===== config.mk =====
export PLATFORM = sky130hd
export DESIGN_NAME = temp_page_map_slot_allocator
export DESIGN_NICKNAME = d
export VERILOG_FILES = /design/src/rtl/tpm_pkg.sv /design/src/rtl/tpm_addr_alu.sv /design/src/rtl/tpm_slot_scan.sv /design/src/rtl/temp_page_map_slot_allocator.sv
export SDC_FILE = /design/constraint.sdc
export NUM_CORES = 1
export LEC_CHECK = 0
export ABC_AREA = 1
export BUFFER_PORTS_ARGS = -buffer_cell sky130_fd_sc_hd__buf_4
export CAP_MARGIN = 20
export CORE_UTILIZATION = 35
export CTS_BUF_LIST = sky130_fd_sc_hd__clkbuf_4
export DETAILED_ROUTE_END_ITERATION = 10
export SETUP_SLACK_MARGIN = 0.02
export SLEW_MARGIN = 20
export SYNTH_ARGS = -nofsm -noshare
export SYNTH_HDL_FRONTEND = slang
export SYNTH_SLANG_ARGS = --single-unit

===== constraint.sdc =====
create_clock -name clk -period 5.2 [get_ports clk]
set_input_delay 0.26 -clock clk [delete_from_list [all_inputs] [get_ports clk]]
set_output_delay 0.26 -clock clk [all_outputs]
set_load 0.02 [all_outputs]

===== src/rtl/tpm_pkg.sv =====
`timescale 1ns / 1ps

package tpm_pkg;

	// fixed field widths
	localparam int CMD_W      = 3;
	localparam int PFN_W      = 20;
	localparam int ADDR_W     = 32;
	localparam int SLOT_OUT_W = 6;
	localparam int ASLOT_W    = 7;
	localparam int STAT_W     = 3;

	// command codes
	localparam logic [CMD_W-1:0] CMD_MAP          = 3'd0;
	localparam logic [CMD_W-1:0] CMD_UNMAP_ADDR   = 3'd1;
	localparam logic [CMD_W-1:0] CMD_UNMAP_FRAME  = 3'd2;
	localparam logic [CMD_W-1:0] CMD_ATOMIC_MAP   = 3'd3;
	localparam logic [CMD_W-1:0] CMD_ATOMIC_UNMAP = 3'd4;

	// status codes
	localparam logic [STAT_W-1:0] STAT_OK       = 3'd0;
	localparam logic [STAT_W-1:0] STAT_NO_FREE  = 3'd1;
	localparam logic [STAT_W-1:0] STAT_NO_FRAME = 3'd2;
	localparam logic [STAT_W-1:0] STAT_RANGE    = 3'd3;
	localparam logic [STAT_W-1:0] STAT_IGNORED  = 3'd4;

	// sequencer -> slot scan unit
	typedef struct packed {
		logic start;     // begin a scan over the live slots
		logic by_frame;  // 1: look for busy slot holding pfn, 0: look for free slot
		logic clr;       // free the slot at clr_idx
	} scan_req_t;

	// slot scan unit -> sequencer
	typedef struct packed {
		logic done;      // scan finished this cycle
		logic found;     // a slot matched
	} scan_rsp_t;

endpackage


===== src/rtl/tpm_addr_alu.sv =====
`timescale 1ns / 1ps

// Shared 32-bit add/subtract unit.
module tpm_addr_alu (
	input  logic [tpm_pkg::ADDR_W-1:0] a,
	input  logic [tpm_pkg::ADDR_W-1:0] b,
	input  logic                       sub,
	output logic [tpm_pkg::ADDR_W-1:0] sum
);

	assign sum = sub ? (a - b) : (a + b);

endmodule


===== src/rtl/tpm_slot_scan.sv =====
`timescale 1ns / 1ps

// Live slot state plus a one-slot-per-cycle scanner.
// Frame store has a registered read; compare happens in the cycle after the read.
module tpm_slot_scan #(
	parameter int LIVE_SLOTS = 16,
	localparam int LIVE_W = (LIVE_SLOTS > 1) ? $clog2(LIVE_SLOTS) : 1
) (
	input  logic                      clk,
	input  logic                      arst_n,
	input  tpm_pkg::scan_req_t        req,
	input  logic [tpm_pkg::PFN_W-1:0] pfn,
	input  logic [LIVE_W-1:0]         clr_idx,
	output tpm_pkg::scan_rsp_t        rsp,
	output logic [LIVE_W-1:0]         hit_idx
);

	logic [LIVE_SLOTS-1:0]     busy_q;
	logic [tpm_pkg::PFN_W-1:0] frame_mem [LIVE_SLOTS];

	logic                      run_q;
	logic                      by_frame_q;
	logic [LIVE_W-1:0]         cnt_q;
	logic                      chk_s1;
	logic                      last_s1;
	logic                      busy_s1;
	logic [LIVE_W-1:0]         idx_s1;
	logic [tpm_pkg::PFN_W-1:0] rd_s1;

	logic cnt_last;
	logic hit;

	assign cnt_last = (cnt_q == LIVE_W'(LIVE_SLOTS - 1));
	assign hit      = chk_s1 && (by_frame_q ? (busy_s1 && (rd_s1 == pfn)) : !busy_s1);

	assign rsp.done  = hit || (chk_s1 && last_s1);
	assign rsp.found = hit;
	assign hit_idx   = idx_s1;

	always_ff @(posedge clk or negedge arst_n) begin
		if (!arst_n) begin
			run_q      <= 1'b0;
			by_frame_q <= 1'b0;
			cnt_q      <= '0;
			chk_s1     <= 1'b0;
		end else if (req.start) begin
			run_q      <= 1'b1;
			by_frame_q <= req.by_frame;
			cnt_q      <= '0;
			chk_s1     <= 1'b0;
		end else if (hit) begin
			run_q  <= 1'b0;
			chk_s1 <= 1'b0;
		end else begin
			chk_s1 <= run_q;
			if (run_q) begin
				if (cnt_last) begin
					run_q <= 1'b0;
				end else begin
					cnt_q <= cnt_q + 1'b1;
				end
			end
		end
	end

	// busy bits: set on map hit, cleared on frame hit or direct free
	always_ff @(posedge clk or negedge arst_n) begin
		if (!arst_n) begin
			busy_q <= '0;
		end else begin
			if (hit) begin
				busy_q[idx_s1] <= !by_frame_q;
			end
			if (req.clr) begin
				busy_q[clr_idx] <= 1'b0;
			end
		end
	end

	// stage 1 payload
	always_ff @(posedge clk) begin
		idx_s1  <= cnt_q;
		last_s1 <= cnt_last;
		busy_s1 <= busy_q[cnt_q];
	end

	// frame store
	always_ff @(posedge clk) begin
		rd_s1 <= frame_mem[cnt_q];
		if (hit && !by_frame_q) begin
			frame_mem[idx_s1] <= pfn;
		end
	end

endmodule


===== src/rtl/temp_page_map_slot_allocator.sv =====
`timescale 1ns / 1ps

// Temporary page-mapping slot allocator. Takes one command word at a time and
// returns one result word per command. Map and unmap-by-frame walk the live
// slots one per cycle through the slot scan unit (registered frame read, then
// compare), stopping early when a slot matches. Unmap by address, the atomic
// commands and unused codes skip the scan and go through decode, address, load.
// All address math (kva - base, base + slot << PAGE_SHIFT) runs through one
// shared 32-bit adder. A new command is taken as soon as the sequencer is
// idle, even while the previous result still waits in the output register.
// No clearing pass after reset; the block is ready as soon as reset is released.
// The user must write window_base through cfg_we/cfg_wdata only while idle; the block does not enforce it.
module temp_page_map_slot_allocator #(
	parameter int LIVE_SLOTS   = 16,
	parameter int NORMAL_SLOTS = 32,
	parameter int ATOMIC_SLOTS = 8,
	parameter int PAGE_SHIFT   = 12
) (
	input  logic                        clk,
	input  logic                        arst_n,

	input  logic                        cfg_we,
	input  logic [tpm_pkg::ADDR_W-1:0]  cfg_wdata,

	input  logic                        in_valid,
	output logic                        in_ready,
	input  logic [tpm_pkg::CMD_W-1:0]   cmd,
	input  logic [tpm_pkg::PFN_W-1:0]   pfn,
	input  logic [tpm_pkg::ADDR_W-1:0]  kva,
	input  logic signed [tpm_pkg::ASLOT_W-1:0] atomic_slot,

	output logic                        out_valid,
	input  logic                        out_ready,
	output logic [tpm_pkg::STAT_W-1:0]  status,
	output logic [tpm_pkg::SLOT_OUT_W-1:0] slot_index,
	output logic [tpm_pkg::ADDR_W-1:0]  map_address,
	output logic                        pte_write,
	output logic                        pte_valid,
	output logic [tpm_pkg::PFN_W-1:0]   pte_pfn
);

	localparam int WIN_SLOTS = NORMAL_SLOTS + ATOMIC_SLOTS;
	localparam int MAX_SLOTS = (LIVE_SLOTS > WIN_SLOTS) ? LIVE_SLOTS : WIN_SLOTS;
	localparam int IDX_W     = $clog2(MAX_SLOTS + 1);
	localparam int LIVE_W    = (LIVE_SLOTS > 1) ? $clog2(LIVE_SLOTS) : 1;
	localparam int PTR_W     = (ATOMIC_SLOTS > 1) ? $clog2(ATOMIC_SLOTS) : 1;
	localparam int AW        = tpm_pkg::ADDR_W;

	// sequencer states
	localparam logic [2:0] S_IDLE   = 3'd0;
	localparam logic [2:0] S_DECODE = 3'd1;
	localparam logic [2:0] S_SCAN   = 3'd2;
	localparam logic [2:0] S_ADDR   = 3'd3;

	logic [2:0]                   state_q;
	logic [AW-1:0]                base_q;
	logic [PTR_W-1:0]             ptr_q;

	// latched command word
	logic [tpm_pkg::CMD_W-1:0]    cmd_q;
	logic [tpm_pkg::PFN_W-1:0]    pfn_q;
	logic [AW-1:0]                kva_q;
	logic [tpm_pkg::ASLOT_W-1:0]  araw_q;

	// result being built
	logic [tpm_pkg::STAT_W-1:0]   stat_q;
	logic [IDX_W-1:0]             idx_q;
	logic                         wr_q;
	logic                         val_q;

	// output register
	logic                         out_valid_q;
	logic [tpm_pkg::STAT_W-1:0]   status_q;
	logic [tpm_pkg::SLOT_OUT_W-1:0] slot_index_q;
	logic [AW-1:0]                map_address_q;
	logic                         pte_write_q;
	logic                         pte_valid_q;
	logic [tpm_pkg::PFN_W-1:0]    pte_pfn_q;

	// shared adder
	logic [AW-1:0] alu_a, alu_b, alu_sum;
	logic          alu_sub;
	logic [AW-1:0] idx_ext;

	// scan unit
	tpm_pkg::scan_req_t scan_req;
	tpm_pkg::scan_rsp_t scan_rsp;
	logic [LIVE_W-1:0]  hit_idx;
	logic [AW-1:0]      hit_ext;

	// decode helpers
	logic [AW-1:0] diff_idx;
	logic          addr_in_range;
	logic [AW-1:0] araw_ext;
	logic [AW-1:0] atomic_idx;
	logic          out_free;
	logic          accept;

	assign accept   = in_valid && in_ready;
	assign in_ready = (state_q == S_IDLE);
	assign out_free = !out_valid_q || out_ready;

	assign idx_ext = {{(AW - IDX_W){1'b0}}, idx_q};
	assign hit_ext = {{(AW - LIVE_W){1'b0}}, hit_idx};

	// decode cycle subtracts, address cycle adds
	assign alu_sub = (state_q == S_DECODE);
	assign alu_a   = alu_sub ? kva_q : base_q;
	assign alu_b   = alu_sub ? base_q : (idx_ext << PAGE_SHIFT);

	tpm_addr_alu u_alu (
		.a   (alu_a),
		.b   (alu_b),
		.sub (alu_sub),
		.sum (alu_sum)
	);

	assign diff_idx      = alu_sum >> PAGE_SHIFT;
	assign addr_in_range = (diff_idx < AW'(LIVE_SLOTS));

	// sign bit handled separately; this is the magnitude only
	assign araw_ext   = {{(AW - tpm_pkg::ASLOT_W + 1){1'b0}}, araw_q[tpm_pkg::ASLOT_W-2:0]};
	assign atomic_idx = AW'(NORMAL_SLOTS) + {{(AW - PTR_W){1'b0}}, ptr_q};

	always_comb begin
		scan_req.start    = 1'b0;
		scan_req.by_frame = (cmd_q == tpm_pkg::CMD_UNMAP_FRAME);
		scan_req.clr      = 1'b0;
		if (state_q == S_DECODE) begin
			scan_req.start = (cmd_q == tpm_pkg::CMD_MAP) ||
			                 (cmd_q == tpm_pkg::CMD_UNMAP_FRAME);
			scan_req.clr   = (cmd_q == tpm_pkg::CMD_UNMAP_ADDR) && addr_in_range;
		end
	end

	tpm_slot_scan #(
		.LIVE_SLOTS (LIVE_SLOTS)
	) u_scan (
		.clk     (clk),
		.arst_n  (arst_n),
		.req     (scan_req),
		.pfn     (pfn_q),
		.clr_idx (diff_idx[LIVE_W-1:0]),
		.rsp     (scan_rsp),
		.hit_idx (hit_idx)
	);

	// config register
	always_ff @(posedge clk or negedge arst_n) begin
		if (!arst_n) begin
			base_q <= '0;
		end else if (cfg_we) begin
			base_q <= cfg_wdata;
		end
	end

	// sequencer
	always_ff @(posedge clk or negedge arst_n) begin
		if (!arst_n) begin
			state_q <= S_IDLE;
			ptr_q   <= '0;
		end else begin
			case (state_q)
				S_IDLE: begin
					if (accept) begin
						state_q <= S_DECODE;
					end
				end
				S_DECODE: begin
					if (scan_req.start) begin
						state_q <= S_SCAN;
					end else begin
						state_q <= S_ADDR;
					end
					if (cmd_q == tpm_pkg::CMD_ATOMIC_MAP) begin
						ptr_q <= (ptr_q == PTR_W'(ATOMIC_SLOTS - 1)) ? '0 : ptr_q + 1'b1;
					end
				end
				S_SCAN: begin
					if (scan_rsp.done) begin
						state_q <= S_ADDR;
					end
				end
				S_ADDR: begin
					if (out_free) begin
						state_q <= S_IDLE;
					end
				end
				default: begin
					state_q <= S_IDLE;
				end
			endcase
		end
	end

	// command latch and result fields
	always_ff @(posedge clk) begin
		if (accept) begin
			cmd_q  <= cmd;
			pfn_q  <= pfn;
			kva_q  <= kva;
			araw_q <= atomic_slot;
		end
		if (state_q == S_DECODE) begin
			stat_q <= tpm_pkg::STAT_IGNORED;
			idx_q  <= '0;
			wr_q   <= 1'b0;
			val_q  <= 1'b0;
			case (cmd_q)
				tpm_pkg::CMD_UNMAP_ADDR: begin
					if (addr_in_range) begin
						stat_q <= tpm_pkg::STAT_OK;
						idx_q  <= diff_idx[IDX_W-1:0];
						wr_q   <= 1'b1;
					end else begin
						stat_q <= tpm_pkg::STAT_RANGE;
					end
				end
				tpm_pkg::CMD_ATOMIC_MAP: begin
					stat_q <= tpm_pkg::STAT_OK;
					idx_q  <= atomic_idx[IDX_W-1:0];
					wr_q   <= 1'b1;
					val_q  <= 1'b1;
				end
				tpm_pkg::CMD_ATOMIC_UNMAP: begin
					if (araw_q[tpm_pkg::ASLOT_W-1]) begin
						stat_q <= tpm_pkg::STAT_IGNORED;
					end else if (araw_ext >= AW'(WIN_SLOTS)) begin
						stat_q <= tpm_pkg::STAT_RANGE;
					end else begin
						stat_q <= tpm_pkg::STAT_OK;
						idx_q  <= araw_ext[IDX_W-1:0];
						wr_q   <= 1'b1;
					end
				end
				default: begin
					// map / unmap by frame resolve in the scan; unused codes stay ignored
				end
			endcase
		end else if ((state_q == S_SCAN) && scan_rsp.done) begin
			if (scan_rsp.found) begin
				stat_q <= tpm_pkg::STAT_OK;
				idx_q  <= hit_ext[IDX_W-1:0];
				wr_q   <= 1'b1;
				val_q  <= !scan_req.by_frame;
			end else begin
				stat_q <= scan_req.by_frame ? tpm_pkg::STAT_NO_FRAME : tpm_pkg::STAT_NO_FREE;
			end
		end
	end

	// output register
	always_ff @(posedge clk or negedge arst_n) begin
		if (!arst_n) begin
			out_valid_q <= 1'b0;
		end else if ((state_q == S_ADDR) && out_free) begin
			out_valid_q <= 1'b1;
		end else if (out_ready) begin
			out_valid_q <= 1'b0;
		end
	end

	always_ff @(posedge clk) begin
		if ((state_q == S_ADDR) && out_free) begin
			status_q      <= stat_q;
			slot_index_q  <= wr_q ? idx_ext[tpm_pkg::SLOT_OUT_W-1:0] : '0;
			map_address_q <= wr_q ? alu_sum : '0;
			pte_write_q   <= wr_q;
			pte_valid_q   <= wr_q && val_q;
			pte_pfn_q     <= (wr_q && val_q) ? pfn_q : '0;
		end
	end

	assign out_valid   = out_valid_q;
	assign status      = status_q;
	assign slot_index  = slot_index_q;
	assign map_address = map_address_q;
	assign pte_write   = pte_write_q;
	assign pte_valid   = pte_valid_q;
	assign pte_pfn     = pte_pfn_q;

	// a scan can only finish while the sequencer waits on it
	a_scan_done_in_scan: assert property (@(posedge clk) disable iff (!arst_n)
		scan_rsp.done |-> (state_q == S_SCAN))
		else $error("scan finished outside scan state");

	// an accepted word always goes to decode next
	a_accept_decode: assert property (@(posedge clk) disable iff (!arst_n)
		accept |=> (state_q == S_DECODE))
		else $error("accepted word not decoded");

	// only a successful command rewrites an entry
	a_ok_means_write: assert property (@(posedge clk) disable iff (!arst_n)
		out_valid_q |-> ((status_q == tpm_pkg::STAT_OK) == pte_write_q))
		else $error("status and pte write disagree");

	// a new result is loaded only when the output register is free
	a_no_overwrite: assert property (@(posedge clk) disable iff (!arst_n)
		(out_valid_q && !out_ready) |=> out_valid_q && $stable(map_address_q))
		else $error("pending result overwritten");

endmodule

Word-level counts from Yosys, hierarchy flattened
Memories as Yosys holds them, arrays and structs flattened. A register that Yosys moved wholly into a read port is not among the register bits.
Cells that the tools add are included.
{"block": "word_totals", "input_bits": 99, "out_inout_bits": 65, "memories": 1, "elab_cells": 145, "ram_bits": 320, "ff_bits": 204}
{"name": "u_scan.frame_mem", "depth": 16, "width": 20, "rd": 1, "rd_ports_with_merged_regs": 1, "wr": 1, "line": "tpm_slot_scan.sv:19", "source": "logic [tpm_pkg::PFN_W-1:0] frame_mem [LIVE_SLOTS];"}
{"block": "op_classes", "n_bitwise": 2, "magnitude_cmp": 7, "n_mux": 61, "reduce_logical": 28, "addsub": 5, "eq_ne": 15}
{"op": "32-bit two-way mux", "n": 3}
{"op": "6-bit two-way mux", "n": 6}
{"op": "32-bit adder", "n": 1}
{"op": "16-bit two-way mux", "n": 2}
{"op": "32-bit subtractor", "n": 1}
{"op": "1-bit two-way mux", "n": 27}
{"op": "3-bit two-way mux", "n": 7}
{"op": "20-bit equality test", "n": 1}
{"op": "20-bit by 5-bit < comparator with 1-bit output (second input constant)", "n": 1}
{"op": "6-bit case mux with 3 select lines", "n": 1}
{"op": "16-bit bitwise AND", "n": 1}
{"op": "16-bit bitwise mux", "n": 1}
{"op": "4-bit two-way mux", "n": 4}
{"op": "16-bit inverter", "n": 1}
{"op": "4-bit by 5-bit < comparator with 1-bit output (second input constant)", "n": 3}
{"op": "3-bit by 2-bit equality test with 1-bit output (second input constant)", "n": 4}
{"op": "3-bit case mux with 4 select lines", "n": 1}
{"op": "1-bit logical AND", "n": 11}
{"op": "3-bit case mux with 3 select lines", "n": 1}
{"op": "1-bit demux with 4-bit select", "n": 2}
{"op": "4-bit by 1-bit greater-or-equal comparator with 1-bit output (second input constant)", "n": 2}
{"op": "2-bit two-way mux", "n": 4}
{"op": "2-bit inequality test (second input constant)", "n": 4}
{"op": "2-bit nonzero test", "n": 4}
{"op": "15 further kinds", "n": 25}

Longest topological paths before layout
Gate-level depths: netlist of the first run.
{"block": "logic_depth", "depth_word": 11, "mapped_depth": 35, "mapped_depth_nobuf": 33}

By module
From an unflattened synthesis of the first run, not the netlist that was laid out.
{"block": "hier_totals", "hier_cells": 2619, "area_unflattened_um2": 25293.0}
{"module": "tpm_slot_scan", "area_each_um2": 14759.2, "seq_area_each_um2": 10705.3, "n_inst": 1, "cells_per_inst": 1250}
{"module": "temp_page_map_slot_allocator", "area_each_um2": 7145.6, "seq_area_each_um2": 5034.8, "n_inst": 1, "cells_per_inst": 664}
{"module": "tpm_addr_alu", "area_each_um2": 3388.2, "seq_area_each_um2": 0.0, "n_inst": 1, "cells_per_inst": 705}

Least setup slack after synthesis of the first run
Ideal clock, no wire load.
{"block": "synth_path", "path_type": "reg2reg", "start": "reg state_q[0]", "end": "reg map_address_q[0] (netlist: map_address[0]), enable pin", "period_less_slack_ns": 4.192, "n_path_buf": 0, "setup_time_ns": 0.505, "path_stages_with_launch": 4, "t_required_ns": 4.695, "t_arrival_ns": 3.687, "setup_slack_ns": 1.008, "cell_sequence": "dfrtp_1 -> ha_1 -> inv_1 -> a21oi_1"}
{"block": "synth_between", "elab_chain_cells": 2}
{"item": "start: declaration", "line": "temp_page_map_slot_allocator.sv:55", "source": "logic [2:0] state_q;"}
{"item": "start signal: assignment", "line": "temp_page_map_slot_allocator.sv:160", "source": "state_q <= S_IDLE;"}
{"item": "start signal: assignment", "line": "temp_page_map_slot_allocator.sv:166", "source": "state_q <= S_DECODE;"}
{"item": "start signal: assignment", "line": "temp_page_map_slot_allocator.sv:171", "source": "state_q <= S_SCAN;"}
{"item": "3-bit by 2-bit equality test with 1-bit output", "line": "temp_page_map_slot_allocator.sv:264", "source": "if ((state_q == S_ADDR) && out_free) begin"}
{"item": "1-bit logical AND", "line": "temp_page_map_slot_allocator.sv:264"}
{"item": "end signal: assignment", "line": "temp_page_map_slot_allocator.sv:267", "source": "map_address_q <= wr_q ? alu_sum : '0;"}
{"item": "end: declaration", "line": "temp_page_map_slot_allocator.sv:75", "source": "logic [AW-1:0] map_address_q;"}
Every way passes these cells.
A chain may end at the register's enable or synchronous reset.

Worst setup path after layout of the first run
{"block": "layout_path", "start": "reg state_q[1]", "end": "reg stat_q[1] (netlist name), data pin"}
{"block": "layout_between", "elab_chain_cells": 8, "elab_cells_between_ends": 10, "cone_classes": "add/sub: 2; order compare: 1; eq/ne: 1; mux: 6"}
{"item": "3-bit by 1-bit equality test with 1-bit output (*)", "line": "temp_page_map_slot_allocator.sv:107, temp_page_map_slot_allocator.sv:204"}
{"item": "32-bit two-way mux (on tied branches)", "line": "temp_page_map_slot_allocator.sv:108, temp_page_map_slot_allocator.sv:109"}
{"item": "32-bit adder / 32-bit subtractor (equally long branches)", "line": "tpm_addr_alu.sv:11", "source": "assign sum = sub ? (a - b) : (a + b);"}
{"item": "32-bit two-way mux", "line": "tpm_addr_alu.sv:11"}
{"item": "20-bit by 5-bit < comparator with 1-bit output", "line": "temp_page_map_slot_allocator.sv:119", "source": "assign addr_in_range = (diff_idx < AW'(LIVE_SLOTS));"}
{"item": "2-bit two-way mux", "line": "temp_page_map_slot_allocator.sv:211", "source": "if (addr_in_range) begin"}
{"item": "3-bit case mux with 3 select lines", "line": "temp_page_map_slot_allocator.sv:209", "source": "case (cmd_q)"}
{"item": "3-bit two-way mux (*)", "line": "temp_page_map_slot_allocator.sv:204", "source": "if (state_q == S_DECODE) begin"}
{"item": "end signal: assignment", "line": "temp_page_map_slot_allocator.sv:205", "source": "stat_q <= tpm_pkg::STAT_IGNORED;"}
{"item": "end signal: assignment", "line": "temp_page_map_slot_allocator.sv:212", "source": "stat_q <= tpm_pkg::STAT_OK;"}
{"item": "end signal: assignment", "line": "temp_page_map_slot_allocator.sv:216", "source": "stat_q <= tpm_pkg::STAT_RANGE;"}
{"item": "end: declaration", "line": "temp_page_map_slot_allocator.sv:66", "source": "logic [tpm_pkg::STAT_W-1:0] stat_q;"}
Mark *: on every way between the ends. The rest lies on a longest branch, timed or not.

==> flow_summary.yaml, run 1 <==
place:
  pre_cts_slack_ps: 242
  port_buffers: 163
  place_congestion: 0.919
  place_hpwl_um: 48600
  placed_cells: 3544
timing:
  fmax_mhz: 214
  setup_slack_ps: 520
  relSlewSlack_pct: 27.1
  fin_crit_ps: 4680
  skew_ps: 68.0
  hold-worst-slack_ps: 190
  tns_ps: 0
  max_slew.worst_pin.slew_ps: 1090
  fin_crit_sh_pct: 90.0
  rsz0062_at_grt: "false"
  slew_viol_final: 0
  setup_viol: 0
  hold_viol: 0
floorplan:
  rows: 97
  coreArea_um2: 69900
  die_area_um2: 71600
  start_util_pct: 35.3
  pin_count: 164
  die_w_um: 268
  chipHeight_um: 268
yosys:
  synth_area_leaders: "edfxtp_1 (55%), nand2_1 (10%), dfrtp_1 (6.2%), o21ai_0 (4.8%), inv_1 (3.9%)"
  synth_edf_count: 456
  ys_warn_count: 0
  avgSynthCellArea_um2: 9.91
  ys_types: 44
  synth_top_area_share_pct: 55.5
  synthCells: 2491
  syn_nets: 2631
  syn_area_um2: 24700
  synth.yosys.seq_area_share_pct: 63.8
  synth_common_cells: "nand2_1 (666), edfxtp_1 (456), inv_1 (254), nor2_1 (247), o21ai_0 (237)"
  ys_ff_latch: 543
  yosys.cell_count.top_type: "nand2_1"
  async_flop_share_pct: 11.2
  yosys.area.top_type: "edfxtp_1"
  synth_ff_type: "edfxtp_1"
clock_network:
  clock_latency_ps: 1000
  tritoncts: "built"
  cts-root-buf: "clkbuf_4"
  clk_pin_slew_ps: 60
  cts_buffers: 144
  clock-sinks: 543
  h-tree-depth: 4
  clockBufferDepth: 3
power:
  ir_drop_uv: 297
  p_per_area_nw_per_um2: 585
  p_leak_nw: 13.0
route:
  dr.pass1.iters: 6
  wl_um: 78900
  ant_nets: 0
  wl_per_cell_um: 19.4
  vias_per_cell: 5.06
  drtIter0Drc: 1994
  vias: 20500
  drc: 0
cells_and_area:
  fin_nets: 3132
  instances_no_fill: 4056
  area_growth_pct: 27.8
  drive_gt1_share_pct: 15.9
  final_util_pct: 45.1
setup_path:
  worstPathArrival_ps: 5390
  cp_slowest_cell: "dfrtp_1"
  required_ps: 5900
  cp_max_fo: 14
  crit_path_start_kind: "flop"
  crit_type: "reg -> reg"
  endpoint_kind: "flop"
  crit_path_max_incr_delay_ps: 420
  critPathMostFrequentCell: "nand2_1"
global_routing:
  grt_usage_pct: 22.1
  gr-total-overflow: 0
  grt_pass1_vias: 20300
  grt_pass1_wl_um: 119000
  grt_max_degree: 88
  antenna_found_initial: 3
min_path:
  hold_class: "in -> reg"
status:
  outcome: "complete, no violations"
flow_run:
  maxCapViolCount: 0
## what timing repair did
action | 4_1_cts | 5_1_grt
endpoints found under the hold margin | 163 | 0
gates resized for setup | 0 | 12
setup buffers | 0 | 1
hold buffers | 241 | 0
setup endpoints to repair | 0 | 23
## per-layer routing
metal	routed length, um	part of all wire [%]	track usage [%]	vias up
met3	5840	7.4	4.76	147
met2	38000	48	36.7	821
met4	1950	2.5	8.23	0
met1	33100	42	28.3	9951
li1	-	-	-	9616
met5	0	0	0	-
## cell families after synthesis
family	Yosys count	synth area share, %
flip-flops	543	63.8
buffers and inverters	358	5.56
AND/OR/NAND/NOR	1109	18.3
adder cells (fa/ha/maj)	41	2.11
multiplexers	2	0.0862
AO/OA/AOI/OAI	417	9.40
XOR/XNOR	21	0.745
## where the power goes
part | switching (W) | internal, W | total (W) | leakage (nW)
registers | 0.000502 | 0.00564 | 0.00614 | 5.13
clock network | 0.00188 | 0.00194 | 0.00382 | 1.12
logic | 0.00597 | 0.00251 | 0.00848 | 6.70
## state kept, by name, summed over array words and instances (netlist names), 6 cells and up
name	count
u_scan.frame_mem	320
base_q	32
kva_q	32
map_address	32
pfn_q	20
pte_pfn	20
u_scan.rd_s1	20
u_scan.busy_q	16
araw_q	7
idx_q	6
slot_index	6
## through the flow
| stage | area (um^2) | total power (W) |
|---|---|---|
| after floorplan | 24700 | 0.0114 |
| after global placement | 27200 | 0.0143 |
| after detailed placement | 27200 | 0.0144 |
| after CTS | 31500 | 0.0184 |
| after global routing | 31600 | 0.0197 |
| final | 31600 | 0.0184 |
## layout make-up
cell class / instances / area (um^2)
Clock buffer: 208 / 1560
Timing Repair Buffer: 455 / 4070
Multi-Input combinational cell: 1590 / 7680
Clock inverter: 57 / 343
Fill cell: 6596 / 38400
Sequential cell: 543 / 15700
Inverter: 258 / 971
Antenna cell: 5 / 12.5
Tap cell: 940 / 1180
## final timing paths
check	startpoint	to	slack, ps	cells past startpoint
setup reg to reg	state_q[1]	stat_q[1]	520	29
max in group asynchronous	arst_n	u_scan.cnt_q[0]	4500	4
hold reg to reg	stat_q[2]	status[2]	440	0
min in group asynchronous	arst_n	u_scan.busy_q[12]	390	4
hold / removal	out_ready	out_valid	190	5
setup / recovery	state_q[1]	stat_q[1]	520	29
## critical path: cells and delay by family, from the launching register on
kind	cells	cell delay (ps)
adder cells (fa/ha/maj)	2	670
AO/OA/AOI/OAI	1	170
flip-flops	1	420
XOR/XNOR	1	120
buffers and inverters	6	860
AND/OR/NAND/NOR	19	2170
## placed cells by master, fill, tap and decap left out, drive strengths merged, types with 2 or more instances in the layout
cell type / count
diode: 5
o22ai: 33
dfrtp: 61
nand3: 115
o21bai: 3
a31oi: 2
a22oi: 3
a21oi: 88
nor2: 253
o21ai: 241
and2: 4
nand2: 670
dfxtp: 26
ha: 40
nand4: 48
inv: 263
a221oi: 25
or2: 5
nor4: 4
nand3b: 4
buf: 215
clkinv: 51
edfxtp: 456
xnor2: 8
o221ai: 18
dlygate4sd3: 240
xor2: 13
nor3: 6
clkbuf: 208
Note: power is estimated with default switching activity, not from simulation.
==> run 2, diff against run 1 <==
--- a/config.mk
+++ b/config.mk
@@ -8,11 +8,13 @@
 export ABC_AREA = 1
 export BUFFER_PORTS_ARGS = -buffer_cell sky130_fd_sc_hd__buf_4
 export CAP_MARGIN = 20
+export CELL_PAD_IN_SITES_DETAIL_PLACEMENT = 0
+export CELL_PAD_IN_SITES_GLOBAL_PLACEMENT = 1
 export CORE_UTILIZATION = 35
 export CTS_BUF_LIST = sky130_fd_sc_hd__clkbuf_4
 export DETAILED_ROUTE_END_ITERATION = 10
+export PLACE_DENSITY_LB_ADDON = 0.1
 export SETUP_SLACK_MARGIN = 0.02
-export SLEW_MARGIN = 20
 export SYNTH_ARGS = -nofsm -noshare
 export SYNTH_HDL_FRONTEND = slang
 export SYNTH_SLANG_ARGS = --single-unit
==> run 2 against run 1 <==
  * Sequential share of layout area down 0.56 points
  * Register-to-register slack lost 90 ps
  * Fmax down 1.9%
  * Core utilization up 0.51 points
  * Critical endpoint is now stat_q[0]
  * Largest cell class unchanged
==> flow_summary.yaml, run 2 (same netlist as run 1, synthesis figures left out) <==
power:
  p_int_w: 0.0104
  power.switching_w: 0.00847
  p_per_area_nw_per_um2: 590
  clockPowerShare_pct: 21.7
  p_seq_share_pct: 32.7
  ir_drop_uv: 307
  total_power_w: 0.0188
  swShare_pct: 45.0
  p_comb_share_pct: 45.6
  p_leak_nw: 13.2
floorplan:
  rows: 97
  die_w_um: 268
  chipHeight_um: 268
  coreArea_um2: 69900
  start_util_pct: 35.3
  die_area_um2: 71600
  pin_count: 164
cells_and_area:
  largest_reg_flops: 320
  final_area_um2: 31900
  mostFrequentLayoutCell: "nand2_1"
  layout_common_cells: "nand2_1 (665), edfxtp_1 (456), dlygate4sd3_1 (256)"
  regMostFlops: "u_scan.frame_mem"
  drive_gt1_share_pct: 16.9
  fin_nets: 3162
  fill_cells: 6738
  instances_no_fill: 4086
  area_growth_pct: 29.3
place:
  placed_cells: 3551
  place_hpwl_um: 50100
  place_congestion: 0.890
  place_area_um2: 27200
  port_buffers: 163
min_path:
  hold_start: "out_ready"
  hold_class: "in -> reg"
setup_path:
  endpoint_kind: "flop"
  crit_path_max_incr_delay_ps: 530
  critPathLaunch: "state_q[0]"
  r2r-start: "state_q[0]"
  critical_path.top_delay_family: "simple AND/OR/NAND/NOR gates"
  rrSetupSlack_ps: 430
  critPathMostFrequentCell: "nand2_1"
  crit_chain: "ha_4 > buf_4 > buf_4 > o21ai_0 > nand2_1 > nor2_1 > nand3_1 > o21ai_0 > ha_1 > nand2_1 > nor2_1 > and2_1 > nand3_1 > nand3_1 > nand2_1 > nor2_1 > nand2_1 > nor2_1 > buf_4 > nand2_1 > nand2_1 > nand2_1 > nand2_1 > nand2_1"
  crit_path_start_kind: "flop"
  cp_max_fo: 43
  cp_num_buf_inv: 3
  cp_slowest_cell: "dfrtp_1"
  crit_type: "reg -> reg"
  required_ps: 5920
  worstPathArrival_ps: 5490
clock_network:
  cts-root-buf: "clkbuf_4"
  cts_buffers: 151
  tritoncts: "built"
  clock-sinks: 543
  h-tree-depth: 4
  clock_latency_ps: 1000
  clk_pin_slew_ps: 60
  clockBufferDepth: 3
timing:
  hold-worst-slack_ps: 168
  fin_crit_ps: 4770
  hold_viol: 0
  max_slew.worst_pin.slew_ps: 1070
  setup_viol: 0
  slew_viol_final: 0
  relSlewSlack_pct: 28.8
  rsz0062_at_grt: "false"
  skew_ps: 86.2
  tns_ps: 0
  fin_crit_sh_pct: 91.7
  fmax_mhz: 210
flow_run:
  maxCapViolCount: 0
route:
  drc: 0
  vias: 20200
  wl_um: 80400
  drtIter0Drc: 1576
  ant_nets: 0
  wl_per_cell_um: 19.7
  vias_per_cell: 4.93
  dr.pass1.iters: 8
global_routing:
  grt_max_degree: 81
  grt_pass1_vias: 20000
  gr-total-overflow: 0
  antenna_found_initial: 2
  grt_usage_pct: 22.7
  grt_pass1_wl_um: 120000
status:
  outcome: "complete, no violations"
-- run 2: path summary, 6_finish.rpt --
check,to,cells past startpoint
worst max-delay path,stat_q[0],24
worst max register to register,stat_q[0],24
max in group asynchronous,u_scan.busy_q[15],4
min in group asynchronous,base_q[4],4
worst min register to register,status[2],0
worst min-delay path,out_valid,5
-- run 2: tightest hold or removal path, cell delays in order --
cell and delay (ps):
dlygate4sd3_1 520, buf_4 100, inv_1 60, nand2_1 80, nand2_1 50
-- run 2: final cells by class --
| class | count | area (um^2) | area share (%) |
|---|---|---|---|
| clock inverters | 34 | 224 | 0.702 |
| inverters | 258 | 972 | 3.05 |
| flip-flops and latches | 543 | 15700 | 49.3 |
| repair buffers | 478 | 4310 | 13.5 |
| clock buffers | 241 | 1810 | 5.67 |
| diodes | 2 | 5.00 | 0.0157 |
| well taps | 940 | 1180 | 3.69 |
| multi-input cells | 1590 | 7670 | 24.0 |
-- run 2: metal layers --
| layer | track usage, % | part of all wire (%) | up-vias | wire, um |
|---|---|---|---|---|
| met5 | 0 | 0 | - | 0 |
| met4 | 7.58 | 2.0 | 0 | 1650 |
| met3 | 4.52 | 6.0 | 107 | 4840 |
| met2 | 33.7 | 44 | 625 | 35100 |
| met1 | 33.0 | 48 | 9779 | 38800 |
| li1 | - | - | 9650 | - |
-- run 2: per-stage QoR --
step                      utilization (%)  setup slack, ps
after floorplan                         -             1010
after global placement               39.0              242
after detailed placement             39.0              259
after CTS                            45.6              200
after global routing                 45.6             36.9
final                                45.7              431
-- run 2: power groups by stage --
stage               combinational, W  sequential [W]  clock, W
floorplan                    0.00517         0.00622         0
global placement             0.00836         0.00624         0
detailed placement           0.00835         0.00625         0
CTS                          0.00856         0.00616   0.00421
global route                 0.00957         0.00623   0.00443
finish                       0.00859         0.00616   0.00408
-- run 2: timing repair --
action	CTS	global route
endpoints found under the hold margin	171	0
endpoints found under the setup margin	0	23
resized for setup	0	13
setup buffers	0	1
hold buffers	257	0
